--- config.mk ---
export PLATFORM = sky130hd
export DESIGN_NAME = abb_cordic_cell
export DESIGN_NICKNAME = d
export VERILOG_FILES = /design/src/rtl/abb_pkg.sv /design/src/rtl/abb_cordic_cell.sv
export SDC_FILE = /design/constraint.sdc
export NUM_CORES = 1
export LEC_CHECK = 0
export ABC_CLOCK_PERIOD_IN_PS = 6480
export BUFFER_PORTS_ARGS = -buffer_cell sky130_fd_sc_hd__buf_4
export CORE_ASPECT_RATIO = 1.1
export CORE_MARGIN = 2
export CORE_UTILIZATION = 55
export DETAILED_ROUTE_END_ITERATION = 16
export PLACE_DENSITY = 0.83
export SLEW_MARGIN = 20
export SYNTH_ARGS = -nofsm -noshare
export SYNTH_HDL_FRONTEND = slang
export SYNTH_SLANG_ARGS = --single-unit
export TNS_END_PERCENT = 1
--- constraint.sdc ---
create_clock -name clk -period 6.48 [get_ports clk]
set_input_delay 0.972 -clock clk [delete_from_list [all_inputs] [get_ports clk]]
set_output_delay 0.972 -clock clk [all_outputs]
set_load 0.01 [all_outputs]
--- src/rtl/abb_pkg.sv ---
// package: shared constants, types and angle tables for the arc bounding box
`timescale 1ns / 1ps
package abb_pkg;

    localparam int COORD_FRAC_BITS_DEF = 16;
    localparam int ANGLE_FRAC_BITS_DEF = 28;
    localparam int CORDIC_STAGES_DEF   = 24;

    localparam int ANG_EXTRA = 30;
    // internal angle width: 32 input bits plus the extra fraction bits, plus headroom
    localparam int AW = 64;
    // cordic datapath width, q1.30 plus growth and sign
    localparam int XW = 34;

    localparam logic [63:0] PI_Q60 = 64'h3243F6A8885A308D;
    localparam logic signed [XW-1:0] GAIN_Q30 = XW'(652032874);

    // m * pi/2 in the internal angle format (angle_frac + 30 fraction bits)
    function automatic logic signed [AW-1:0] half_pi_mult(input int unsigned m,
                                                          input int unsigned afb);
        logic [127:0] v;
        int unsigned  sh;
        sh = 31 - afb;
        v  = 128'(m) * 128'(PI_Q60);
        v  = (v + (128'(1) << (sh - 1))) >> sh;
        return AW'(v);
    endfunction

    // atan(2^-i) in the internal angle format, taylor series at 60 bits
    function automatic logic signed [AW-1:0] atan_pow2(input int unsigned i,
                                                       input int unsigned afb);
        logic [63:0]  acc;
        logic [63:0]  term;
        int unsigned  sh;
        int unsigned  e;
        sh  = 30 - afb;
        acc = '0;
        if (i == 0) begin
            acc = PI_Q60 >> 2;
        end
        else begin
            for (int k = 0; k < 64; k++) begin
                e = i * (2 * k + 1);
                if (e <= 60) begin
                    term = (64'(1) << (60 - e)) / 64'(2 * k + 1);
                    if (k % 2 == 1)
                        acc = acc - term;
                    else
                        acc = acc + term;
                end
            end
        end
        return AW'((acc + (64'(1) << (sh - 1))) >> sh);
    endfunction

    // one cordic rotation lane
    typedef struct packed {
        logic signed [AW-1:0] r;
        logic signed [XW-1:0] x;
        logic signed [XW-1:0] y;
        logic                 neg;
    } rot_t;

    // item context that rides alongside the cordic lanes
    typedef struct packed {
        logic                 is_line;
        logic signed [31:0]   cx;
        logic signed [31:0]   cy;
        logic [30:0]          rad;
        logic [3:0]           xing;
        logic signed [31:0]   ex;
        logic signed [31:0]   ey;
    } ctx_t;

    function automatic logic signed [31:0] sat32(input logic signed [65:0] v);
        if (v > 66'sd2147483647)
            return 32'sh7FFFFFFF;
        if (v < -66'sd2147483648)
            return 32'sh80000000;
        return v[31:0];
    endfunction

endpackage

--- src/rtl/abb_cordic_cell.sv ---
// one cordic micro-rotation cell, registered, applied to both the begin and the end lane
`timescale 1ns / 1ps
module abb_cordic_cell #(
    parameter int ANGLE_FRAC_BITS = abb_pkg::ANGLE_FRAC_BITS_DEF,
    parameter int IDX             = 0
) (
    input  logic          clk,
    input  abb_pkg::rot_t b_in,
    input  abb_pkg::rot_t e_in,
    output abb_pkg::rot_t b_out,
    output abb_pkg::rot_t e_out
);
    localparam logic signed [abb_pkg::AW-1:0] AT =
        abb_pkg::atan_pow2(IDX, ANGLE_FRAC_BITS);

    function automatic abb_pkg::rot_t step(input abb_pkg::rot_t v);
        abb_pkg::rot_t o;
        o = v;
        if (v.r >= 0) begin
            o.x = v.x - (v.y >>> IDX);
            o.y = v.y + (v.x >>> IDX);
            o.r = v.r - AT;
        end
        else begin
            o.x = v.x + (v.y >>> IDX);
            o.y = v.y - (v.x >>> IDX);
            o.r = v.r + AT;
        end
        return o;
    endfunction

    abb_pkg::rot_t b_reg;
    abb_pkg::rot_t e_reg;

    always_ff @(posedge clk)
    begin
        b_reg <= step(b_in);
        e_reg <= step(e_in);
    end

    assign b_out = b_reg;
    assign e_out = e_reg;

endmodule

==> results of run 1 <==
state kept, by name (all words and copies together) (netlist names):
| register | cells |
|---|---|
| b_out | 132 |
| e_out | 132 |
cell families (layout without fill, tap and decap cells):
family	after synthesis	after routing	synth area share, %
compound gates	1103	1103	28.8
simple gates	767	767	14.9
buf+inv	410	857	6.54
fa+ha+maj	332	332	17.5
flops	264	264	21.9
xor+xnor	252	252	9.15
mux	28	28	1.17
other cells	0	5	0
report_power, final:
part	switching (uW)	total (uW)	leakage [uW]	internal, uW
Sequential	167	2180	0.00223	2010
Combinational	1690	2990	0.0112	1300
Clock	773	2060	0.000572	1280
Total	2630	7230	0.0140	4600
layout make-up:
cell class	instances	area, um^2	area share (%)
multi-input cells	2482	17300	58.5
well taps	574	718	2.43
diodes	5	12.5	0.0424
repair buffers	537	4030	13.7
clock inverters	19	354	1.20
clock buffers	38	842	2.85
flip-flops and latches	264	5290	17.9
inverters	263	987	3.35
synthesized netlist by cell type (all sizes together) (44+ instances only):
| master | number | area share, % |
|---|---|---|
| nand3 | 44 | 0.91 |
| a21o | 108 | 3.4 |
| xor2 | 63 | 2.3 |
| ha | 324 | 17 |
| o21bai | 93 | 2.9 |
| xnor2 | 189 | 6.9 |
| nand2 | 206 | 3.2 |
| nor2 | 248 | 3.9 |
| nor3 | 55 | 1.2 |
| a21oi | 386 | 8.0 |
| o21ai | 227 | 4.7 |
| dfxtp | 264 | 22 |
| clkbuf | 112 | 1.7 |
| nand4 | 61 | 1.6 |
| inv | 256 | 4.0 |
worst paths after layout:
check,startpoint,end,slack [ns]
worst max-delay path,e_in[132],e_out[129],2.09
worst min-delay path,b_in[0],b_out[0],0.48
cells in the final DEF (no fill, tap or decap), types with 7 or more instances in the layout:
cell / synthesis / final
sky130_fd_sc_hd__o211ai_1: 23 / 23
sky130_fd_sc_hd__and4_1: 7 / 7
sky130_fd_sc_hd__and2_1: 10 / 10
sky130_fd_sc_hd__nor2_1: 248 / 248
sky130_fd_sc_hd__a211o_1: 11 / 11
sky130_fd_sc_hd__or2_2: 8 / 8
sky130_fd_sc_hd__o31a_1: 7 / 7
sky130_fd_sc_hd__a2111oi_0: 8 / 8
sky130_fd_sc_hd__o21bai_1: 93 / 93
sky130_fd_sc_hd__o221ai_1: 7 / 7
sky130_fd_sc_hd__nor2b_1: 36 / 36
sky130_fd_sc_hd__buf_4: 2 / 537
sky130_fd_sc_hd__a21o_1: 108 / 108
sky130_fd_sc_hd__nand2_1: 206 / 206
sky130_fd_sc_hd__bufinv_16: 0 / 9
sky130_fd_sc_hd__nor4_1: 13 / 13
sky130_fd_sc_hd__inv_1: 256 / 255
sky130_fd_sc_hd__nand3_1: 44 / 44
sky130_fd_sc_hd__a31oi_1: 33 / 33
sky130_fd_sc_hd__o21ai_1: 11 / 11
sky130_fd_sc_hd__mux2i_1: 27 / 27
sky130_fd_sc_hd__or3_1: 14 / 14
sky130_fd_sc_hd__a211oi_1: 22 / 22
sky130_fd_sc_hd__a21oi_1: 384 / 384
sky130_fd_sc_hd__nand2b_1: 33 / 33
sky130_fd_sc_hd__nand4_1: 61 / 61
sky130_fd_sc_hd__o21a_1: 35 / 35
sky130_fd_sc_hd__a21boi_0: 8 / 8
sky130_fd_sc_hd__xnor2_1: 189 / 189
sky130_fd_sc_hd__clkbuf_16: 0 / 31
sky130_fd_sc_hd__fa_1: 8 / 8
sky130_fd_sc_hd__xor2_1: 63 / 63
sky130_fd_sc_hd__ha_1: 324 / 324
sky130_fd_sc_hd__dfxtp_1: 264 / 264
sky130_fd_sc_hd__and3_1: 15 / 15
sky130_fd_sc_hd__o31ai_1: 36 / 36
sky130_fd_sc_hd__nor3_1: 52 / 52
sky130_fd_sc_hd__o21ai_0: 216 / 216
sky130_fd_sc_hd__a221oi_1: 16 / 16
metal layers:
metal  part of all wire, %  up-vias  routed length, um
li1                      -    12000                  -
met2                    47     1422              40100
met5                 0.053        -                 46
met4                   6.3        8               5450
met1                    37    11600              32100
met3                   9.9      288               8520
stage by stage:
stage	hold slack (ns)	setup slack [ns]	util (%)	cells
after CTS	0.459	2.19	68.0	4177
after global placement	1.08	1.74	65.3	4120
after global routing	0.470	1.80	68.1	4182
after floorplan	1.00	1.66	-	3156
after detailed placement	1.08	1.57	65.3	4120
final	0.483	2.09	68.1	4182
==> metrics.txt, run 1 <==
# TYPE chip_impl_metric gauge
chip_impl_metric{name="drt_pass1_iterations",unit=""} 8
chip_impl_metric{name="synth_cell_types",unit=""} 85
chip_impl_metric{name="period_minus_slack",unit="ns"} 4.39
chip_impl_info{name="setup.worst_path.end_class",value="flop"} 1
chip_impl_metric{name="design.final.nets",unit=""} 4178
chip_impl_metric{name="grt.overflow.total",unit=""} 0
chip_impl_metric{name="synth-async-reset-ratio",unit="%"} 0
chip_impl_info{name="crit_family",value="compound AO/OA/AOI/OAI gates"} 1
chip_impl_metric{name="timing.max_cap.violations",unit=""} 0
chip_impl_metric{name="fill_cells",unit=""} 3725
chip_impl_info{name="outcome",value="completed"} 1
chip_impl_info{name="hp-class",value="input pin to flop"} 1
chip_impl_metric{name="synth_fp_nets",unit=""} 3755
chip_impl_metric{name="groute.layer.met2.usage",unit="%"} 61.0
chip_impl_metric{name="avgViaCountPerCell",unit=""} 6.07
chip_impl_metric{name="cp_data_arrival_time",unit="ns"} 4.92
chip_impl_metric{name="syn_to_final_growth",unit="%"} 22.2
chip_impl_metric{name="cts_hold_buf",unit=""} 0
chip_impl_metric{name="worstSetupPathDepth",unit=""} 13
chip_impl_metric{name="cts_post_setup_buffers_inserted",unit=""} 0
chip_impl_metric{name="synthesis.area_per_instance",unit="um^2"} 7.64
chip_impl_metric{name="grt.total_usage",unit="%"} 36.0
chip_impl_metric{name="finalInstanceArea",unit="mm^2"} 0.0295
chip_impl_metric{name="power.density_cell_area",unit="mW/mm^2"} 245
chip_impl_metric{name="start_util",unit="%"} 55.7
chip_impl_metric{name="core_region_area",unit="mm^2"} 0.0433
chip_impl_metric{name="finalSetupTns",unit="ns"} 0
chip_impl_metric{name="synth.cell_area",unit="mm^2"} 0.0241
chip_impl_info{name="setup.worst_path.start_class",value="input pin"} 1
chip_impl_metric{name="dieHeight",unit="um"} 224
chip_impl_metric{name="seq_area_frac_synth",unit="%"} 21.9
chip_impl_metric{name="synth_cells",unit=""} 3156
chip_impl_metric{name="cts.reportedPaths.clkPinSlew",unit="ns"} 0.06
chip_impl_metric{name="max_slew_margin",unit="%"} 29.8
chip_impl_metric{name="die_area",unit="mm^2"} 0.0456
chip_impl_metric{name="grt.met3_usage",unit="%"} 7.54
chip_impl_metric{name="maxSlewViolCount",unit=""} 0
chip_impl_metric{name="least_margin_pin_slew",unit="ns"} 1.05
chip_impl_metric{name="yosys_warning_total",unit=""} 0
chip_impl_info{name="rsz0062_at_grt",value="no"} 1
chip_impl_metric{name="worst-endpoint-required",unit="ns"} 7.01
chip_impl_metric{name="wirelength",unit="um"} 86200
chip_impl_metric{name="final_layout_size_suffix_gt1_share",unit="%"} 17.5
chip_impl_metric{name="cts.sinks",unit=""} 264
chip_impl_metric{name="grt_first_pass_wirelength",unit="um"} 131000
chip_impl_metric{name="htree_num_levels",unit=""} 1
chip_impl_metric{name="total_of_cells_resized_after_clock_tree_synthesis",unit=""} 0
chip_impl_metric{name="detailed_place_hpwl",unit="um"} 68800
chip_impl_metric{name="cts_max_path_buffers",unit=""} 3
chip_impl_info{name="critPathSlowestCell",value="sky130_fd_sc_hd__ha_1"} 1
chip_impl_metric{name="grt.met1_usage",unit="%"} 41.8
chip_impl_metric{name="cellLeakagePower",unit="uW"} 0.0140
chip_impl_info{name="cp_cell_sequence",value="buf_4, inv_2, ha_1, nor2b_1, o2111ai_1, a211oi_1, o211ai_1, a31oi_1, a31oi_1, o31ai_2, a211oi_1, o21ai_1, xor2_1"} 1
chip_impl_info{name="gr-max-usage-layer",value="met2"} 1
chip_impl_metric{name="place_area",unit="mm^2"} 0.0283
chip_impl_metric{name="vias",unit=""} 25400
chip_impl_metric{name="timing.hold.worst_path_depth",unit=""} 1
chip_impl_metric{name="final_wtd_congestion",unit=""} 1.01
chip_impl_metric{name="fmax",unit="GHz"} 0.228
chip_impl_info{name="tritoncts",value="built"} 1
chip_impl_metric{name="totalPowerFinal",unit="uW"} 7230
chip_impl_metric{name="finalHoldViolCount",unit=""} 0
chip_impl_metric{name="synth-edff-count",unit=""} 0
chip_impl_metric{name="die_w",unit="um"} 204
chip_impl_metric{name="via_count_of_the_first_global_routing_pass",unit=""} 24300
chip_impl_metric{name="final_antenna_net_count",unit=""} 0
chip_impl_metric{name="critical_path_peak_fanout",unit=""} 40
chip_impl_info{name="worstSetupPathType",value="input pin to flop"} 1
chip_impl_metric{name="io_buffer_count",unit=""} 532
chip_impl_metric{name="ys_ff_latch",unit=""} 264
chip_impl_metric{name="worst-path-buf-inv",unit=""} 2
chip_impl_metric{name="setup_viol",unit=""} 0
chip_impl_metric{name="std_cell_rows",unit=""} 80
chip_impl_info{name="root_buffer_master",value="sky130_fd_sc_hd__clkbuf_16"} 1
chip_impl_metric{name="grt_antenna_before_repair",unit=""} 9
chip_impl_metric{name="max_stage_delay_on_crit_path",unit="ns"} 0.51
chip_impl_metric{name="drc_errors",unit=""} 0
chip_impl_metric{name="layout_worst_path_cycle_share",unit="%"} 67.8
chip_impl_metric{name="peakVddDrop",unit="V"} 0.000216
chip_impl_metric{name="maximum_number_of_pins_on_one_net_before_global_route_repair",unit=""} 92
chip_impl_metric{name="detailedRoute.firstIterationViolations",unit=""} 1998
chip_impl_metric{name="cts_made_buffers",unit=""} 31
chip_impl_metric{name="route.detailed.wl_per_inst",unit="um"} 20.6
chip_impl_metric{name="design.portCount",unit=""} 533
chip_impl_info{name="synth-main-ff-cell",value="sky130_fd_sc_hd__dfxtp_1"} 1
(Power assumes the default switching activity.)
==> run 2, diff against run 1 <==
--- a/config.mk
+++ b/config.mk
@@ -5,13 +5,13 @@
 export SDC_FILE = /design/constraint.sdc
 export NUM_CORES = 1
 export LEC_CHECK = 0
-export ABC_CLOCK_PERIOD_IN_PS = 6480
+export ABC_CLOCK_PERIOD_IN_PS = 3500
 export BUFFER_PORTS_ARGS = -buffer_cell sky130_fd_sc_hd__buf_4
 export CORE_ASPECT_RATIO = 1.1
 export CORE_MARGIN = 2
-export CORE_UTILIZATION = 55
+export CORE_UTILIZATION = 51
 export DETAILED_ROUTE_END_ITERATION = 16
-export PLACE_DENSITY = 0.83
+export PLACE_DENSITY = 0.81
 export SLEW_MARGIN = 20
 export SYNTH_ARGS = -nofsm -noshare
 export SYNTH_HDL_FRONTEND = slang
==> constraint.sdc (replaced) <==
create_clock -name clk -period 3.5 [get_ports clk]
set_input_delay 0.525 -clock clk [delete_from_list [all_inputs] [get_ports clk]]
set_output_delay 0.525 -clock clk [all_outputs]
set_load 0.01 [all_outputs]
==> metrics.txt, run 2 (synthesized netlist as in run 1, its figures left out) <==
# TYPE chip_impl_metric gauge
chip_impl_metric{name="die_area",unit="mm^2"} 0.0491
chip_impl_info{name="layout_common_cells",value="sky130_fd_sc_hd__buf_4, sky130_fd_sc_hd__a21oi_1, sky130_fd_sc_hd__ha_1"} 1
chip_impl_info{name="root_buffer_master",value="sky130_fd_sc_hd__clkbuf_16"} 1
chip_impl_metric{name="drt_pass1_iterations",unit=""} 6
chip_impl_metric{name="avgViaCountPerCell",unit=""} 5.90
chip_impl_metric{name="htree_num_levels",unit=""} 2
chip_impl_metric{name="fmax",unit="GHz"} 0.304
chip_impl_metric{name="detailedRoute.firstIterationViolations",unit=""} 2444
chip_impl_metric{name="power_switching",unit="uW"} 5160
chip_impl_metric{name="dieHeight",unit="um"} 232
chip_impl_metric{name="layout.core_utilization",unit="%"} 68.4
chip_impl_info{name="critPathSlowestCell",value="sky130_fd_sc_hd__ha_1"} 1
chip_impl_metric{name="worst_slack",unit="ns"} 0.206
chip_impl_metric{name="cp_data_arrival_time",unit="ns"} 3.76
chip_impl_metric{name="std_cell_rows",unit=""} 83
chip_impl_metric{name="place_area",unit="mm^2"} 0.0307
chip_impl_metric{name="core_region_area",unit="mm^2"} 0.0467
chip_impl_info{name="setup.worst_path.end_class",value="flop"} 1
chip_impl_metric{name="grt_first_pass_wirelength",unit="um"} 142000
chip_impl_metric{name="power.sequential.fraction",unit="%"} 28.7
chip_impl_info{name="crit_path_frequent_cell",value="sky130_fd_sc_hd__buf_4"} 1
chip_impl_metric{name="cts_hold_buf",unit=""} 0
chip_impl_metric{name="worst-endpoint-required",unit="ns"} 3.96
chip_impl_metric{name="cts_post_setup_buffers_inserted",unit=""} 0
chip_impl_metric{name="design.portCount",unit=""} 533
chip_impl_metric{name="maximum_number_of_pins_on_one_net_before_global_route_repair",unit=""} 88
chip_impl_metric{name="cts.sinks",unit=""} 264
chip_impl_info{name="worstSetupPathType",value="input pin to flop"} 1
chip_impl_metric{name="least_margin_pin_slew",unit="ns"} 0.959
chip_impl_info{name="layout.cells.most_common",value="sky130_fd_sc_hd__buf_4"} 1
chip_impl_metric{name="design.final.nets",unit=""} 4493
chip_impl_info{name="rsz0062_at_grt",value="no"} 1
chip_impl_metric{name="via_count_of_the_first_global_routing_pass",unit=""} 25600
chip_impl_metric{name="peakVddDrop",unit="V"} 0.000431
chip_impl_metric{name="power.density_cell_area",unit="mW/mm^2"} 441
chip_impl_info{name="cp_cell_sequence",value="buf_4, inv_2, ha_1, a211oi_1, o21ai_0, buf_4, a41oi_1, o21ai_0, a31oi_1, buf_4, o31a_1, nor2_1, a211o_1, o21bai_1, xnor2_1"} 1
chip_impl_metric{name="grt_antenna_before_repair",unit=""} 7
chip_impl_metric{name="wirelength",unit="um"} 93600
chip_impl_metric{name="max_slew_margin",unit="%"} 36.1
chip_impl_metric{name="cts.reportedPaths.clkPinSlew",unit="ns"} 0.06
chip_impl_metric{name="maxSlewViolCount",unit=""} 0
chip_impl_metric{name="power_switching_share",unit="%"} 36.6
chip_impl_metric{name="cellLeakagePower",unit="uW"} 0.0155
chip_impl_info{name="outcome",value="completed"} 1
chip_impl_info{name="hp-class",value="input pin to flop"} 1
chip_impl_metric{name="route.detailed.wl_per_inst",unit="um"} 20.7
chip_impl_metric{name="combPwrFrac",unit="%"} 43.6
chip_impl_metric{name="setup_viol",unit=""} 0
chip_impl_metric{name="syn_to_final_growth",unit="%"} 32.5
chip_impl_metric{name="cts_max_path_buffers",unit=""} 3
chip_impl_metric{name="vias",unit=""} 26600
chip_impl_metric{name="total_of_cells_resized_after_clock_tree_synthesis",unit=""} 0
chip_impl_metric{name="cts_made_buffers",unit=""} 34
chip_impl_metric{name="max_stage_delay_on_crit_path",unit="ns"} 0.33
chip_impl_metric{name="finalHoldViolCount",unit=""} 0
chip_impl_metric{name="start_util",unit="%"} 51.6
chip_impl_metric{name="critical_path_peak_fanout",unit=""} 6
chip_impl_metric{name="final_layout_size_suffix_gt1_share",unit="%"} 24.2
chip_impl_metric{name="timing.max_cap.violations",unit=""} 0
chip_impl_metric{name="grt.total_usage",unit="%"} 36.8
chip_impl_metric{name="detailed_place_hpwl",unit="um"} 76600
chip_impl_metric{name="clock_power_share",unit="%"} 27.7
chip_impl_metric{name="layout_worst_path_cycle_share",unit="%"} 94.1
chip_impl_info{name="tritoncts",value="built"} 1
chip_impl_metric{name="drc_errors",unit=""} 0
chip_impl_metric{name="placement.setup.worst_slack",unit="ns"} -0.274
chip_impl_metric{name="internal-power",unit="uW"} 8920
chip_impl_metric{name="die_w",unit="um"} 211
chip_impl_metric{name="final_wtd_congestion",unit=""} 1.01
chip_impl_info{name="setup.worst_path.start_class",value="input pin"} 1
chip_impl_metric{name="io_buffer_count",unit=""} 532
chip_impl_metric{name="period_minus_slack",unit="ns"} 3.29
chip_impl_metric{name="finalInstanceArea",unit="mm^2"} 0.0320
chip_impl_metric{name="grt.overflow.total",unit=""} 0
chip_impl_metric{name="final_antenna_net_count",unit=""} 0
[run 2: cell types whose count changed in the layout (fill, tap and decap cells not counted), sizes merged]
cell,before,now
clkinvlp,3,4
inv,260,261
diode,5,1
clkinv,10,12
bufinv,9,6
clkbuf,38,41
buf,537,849
[run 2: worst paths after layout]
| kind | start | end | slack (ns) | depth (start not counted) |
|---|---|---|---|---|
| max | e_in[132] | e_out[128] | 0.21 | 15 |
| min | b_in[0] | b_out[0] | 0.07 | 1 |
[run 2: cell type report]
type	count	area (um^2)
fill	3984	14800
tap	595	744
antenna	1	2.50
timing repair buffer	849	6450
sequential	264	5290
inverter	263	987
clock inverter	20	290
multi-input combinational	2482	17300
clock buffer	41	938
[run 2: stage by stage]
step	hold slack, ns	std cells	setup TNS, ns	total power, uW
2_1_floorplan	0.553	3156	-0.205	7110
3_3_place_gp	0.630	4453	-1.61	10100
3_5_place_dp	0.632	4453	-2.01	10100
4_1_cts	0.0545	4514	0	14000
5_1_grt	0.0652	4515	0	14700
6_report	0.0733	4515	0	14100
[run 2: layer usage]
metal / vias to the layer above / share of wire [%] / global-route usage [%]
met5: - / 0.088 / 0
met4: 12 / 6.7 / 21.5
met3: 318 / 8.8 / 7.52
met2: 1360 / 46 / 62.6
met1: 12300 / 38 / 42.8
li1: 12700 / - / -
[run 2: power groups by stage]
| stage | sequential [uW] | combinational, uW | clock [uW] |
|---|---|---|---|
| 2_1_floorplan | 4340 | 2770 | 0 |
| 3_3_place_gp | 4080 | 5990 | 0 |
| 3_5_place_dp | 4080 | 6010 | 0 |
| 4_1_cts | 4030 | 6060 | 3950 |
| 5_1_grt | 4080 | 6580 | 4060 |
| 6_report | 4040 | 6140 | 3900 |
[run 2: critical path, delay by kind of cell]
| family | cells | cell delay [ns] |
|---|---|---|
| fa+ha+maj | 1 | 0.33 |
| simple gates | 1 | 0.08 |
| compound gates | 8 | 2.01 |
| xor+xnor | 1 | 0.18 |
| buf+inv | 4 | 0.61 |
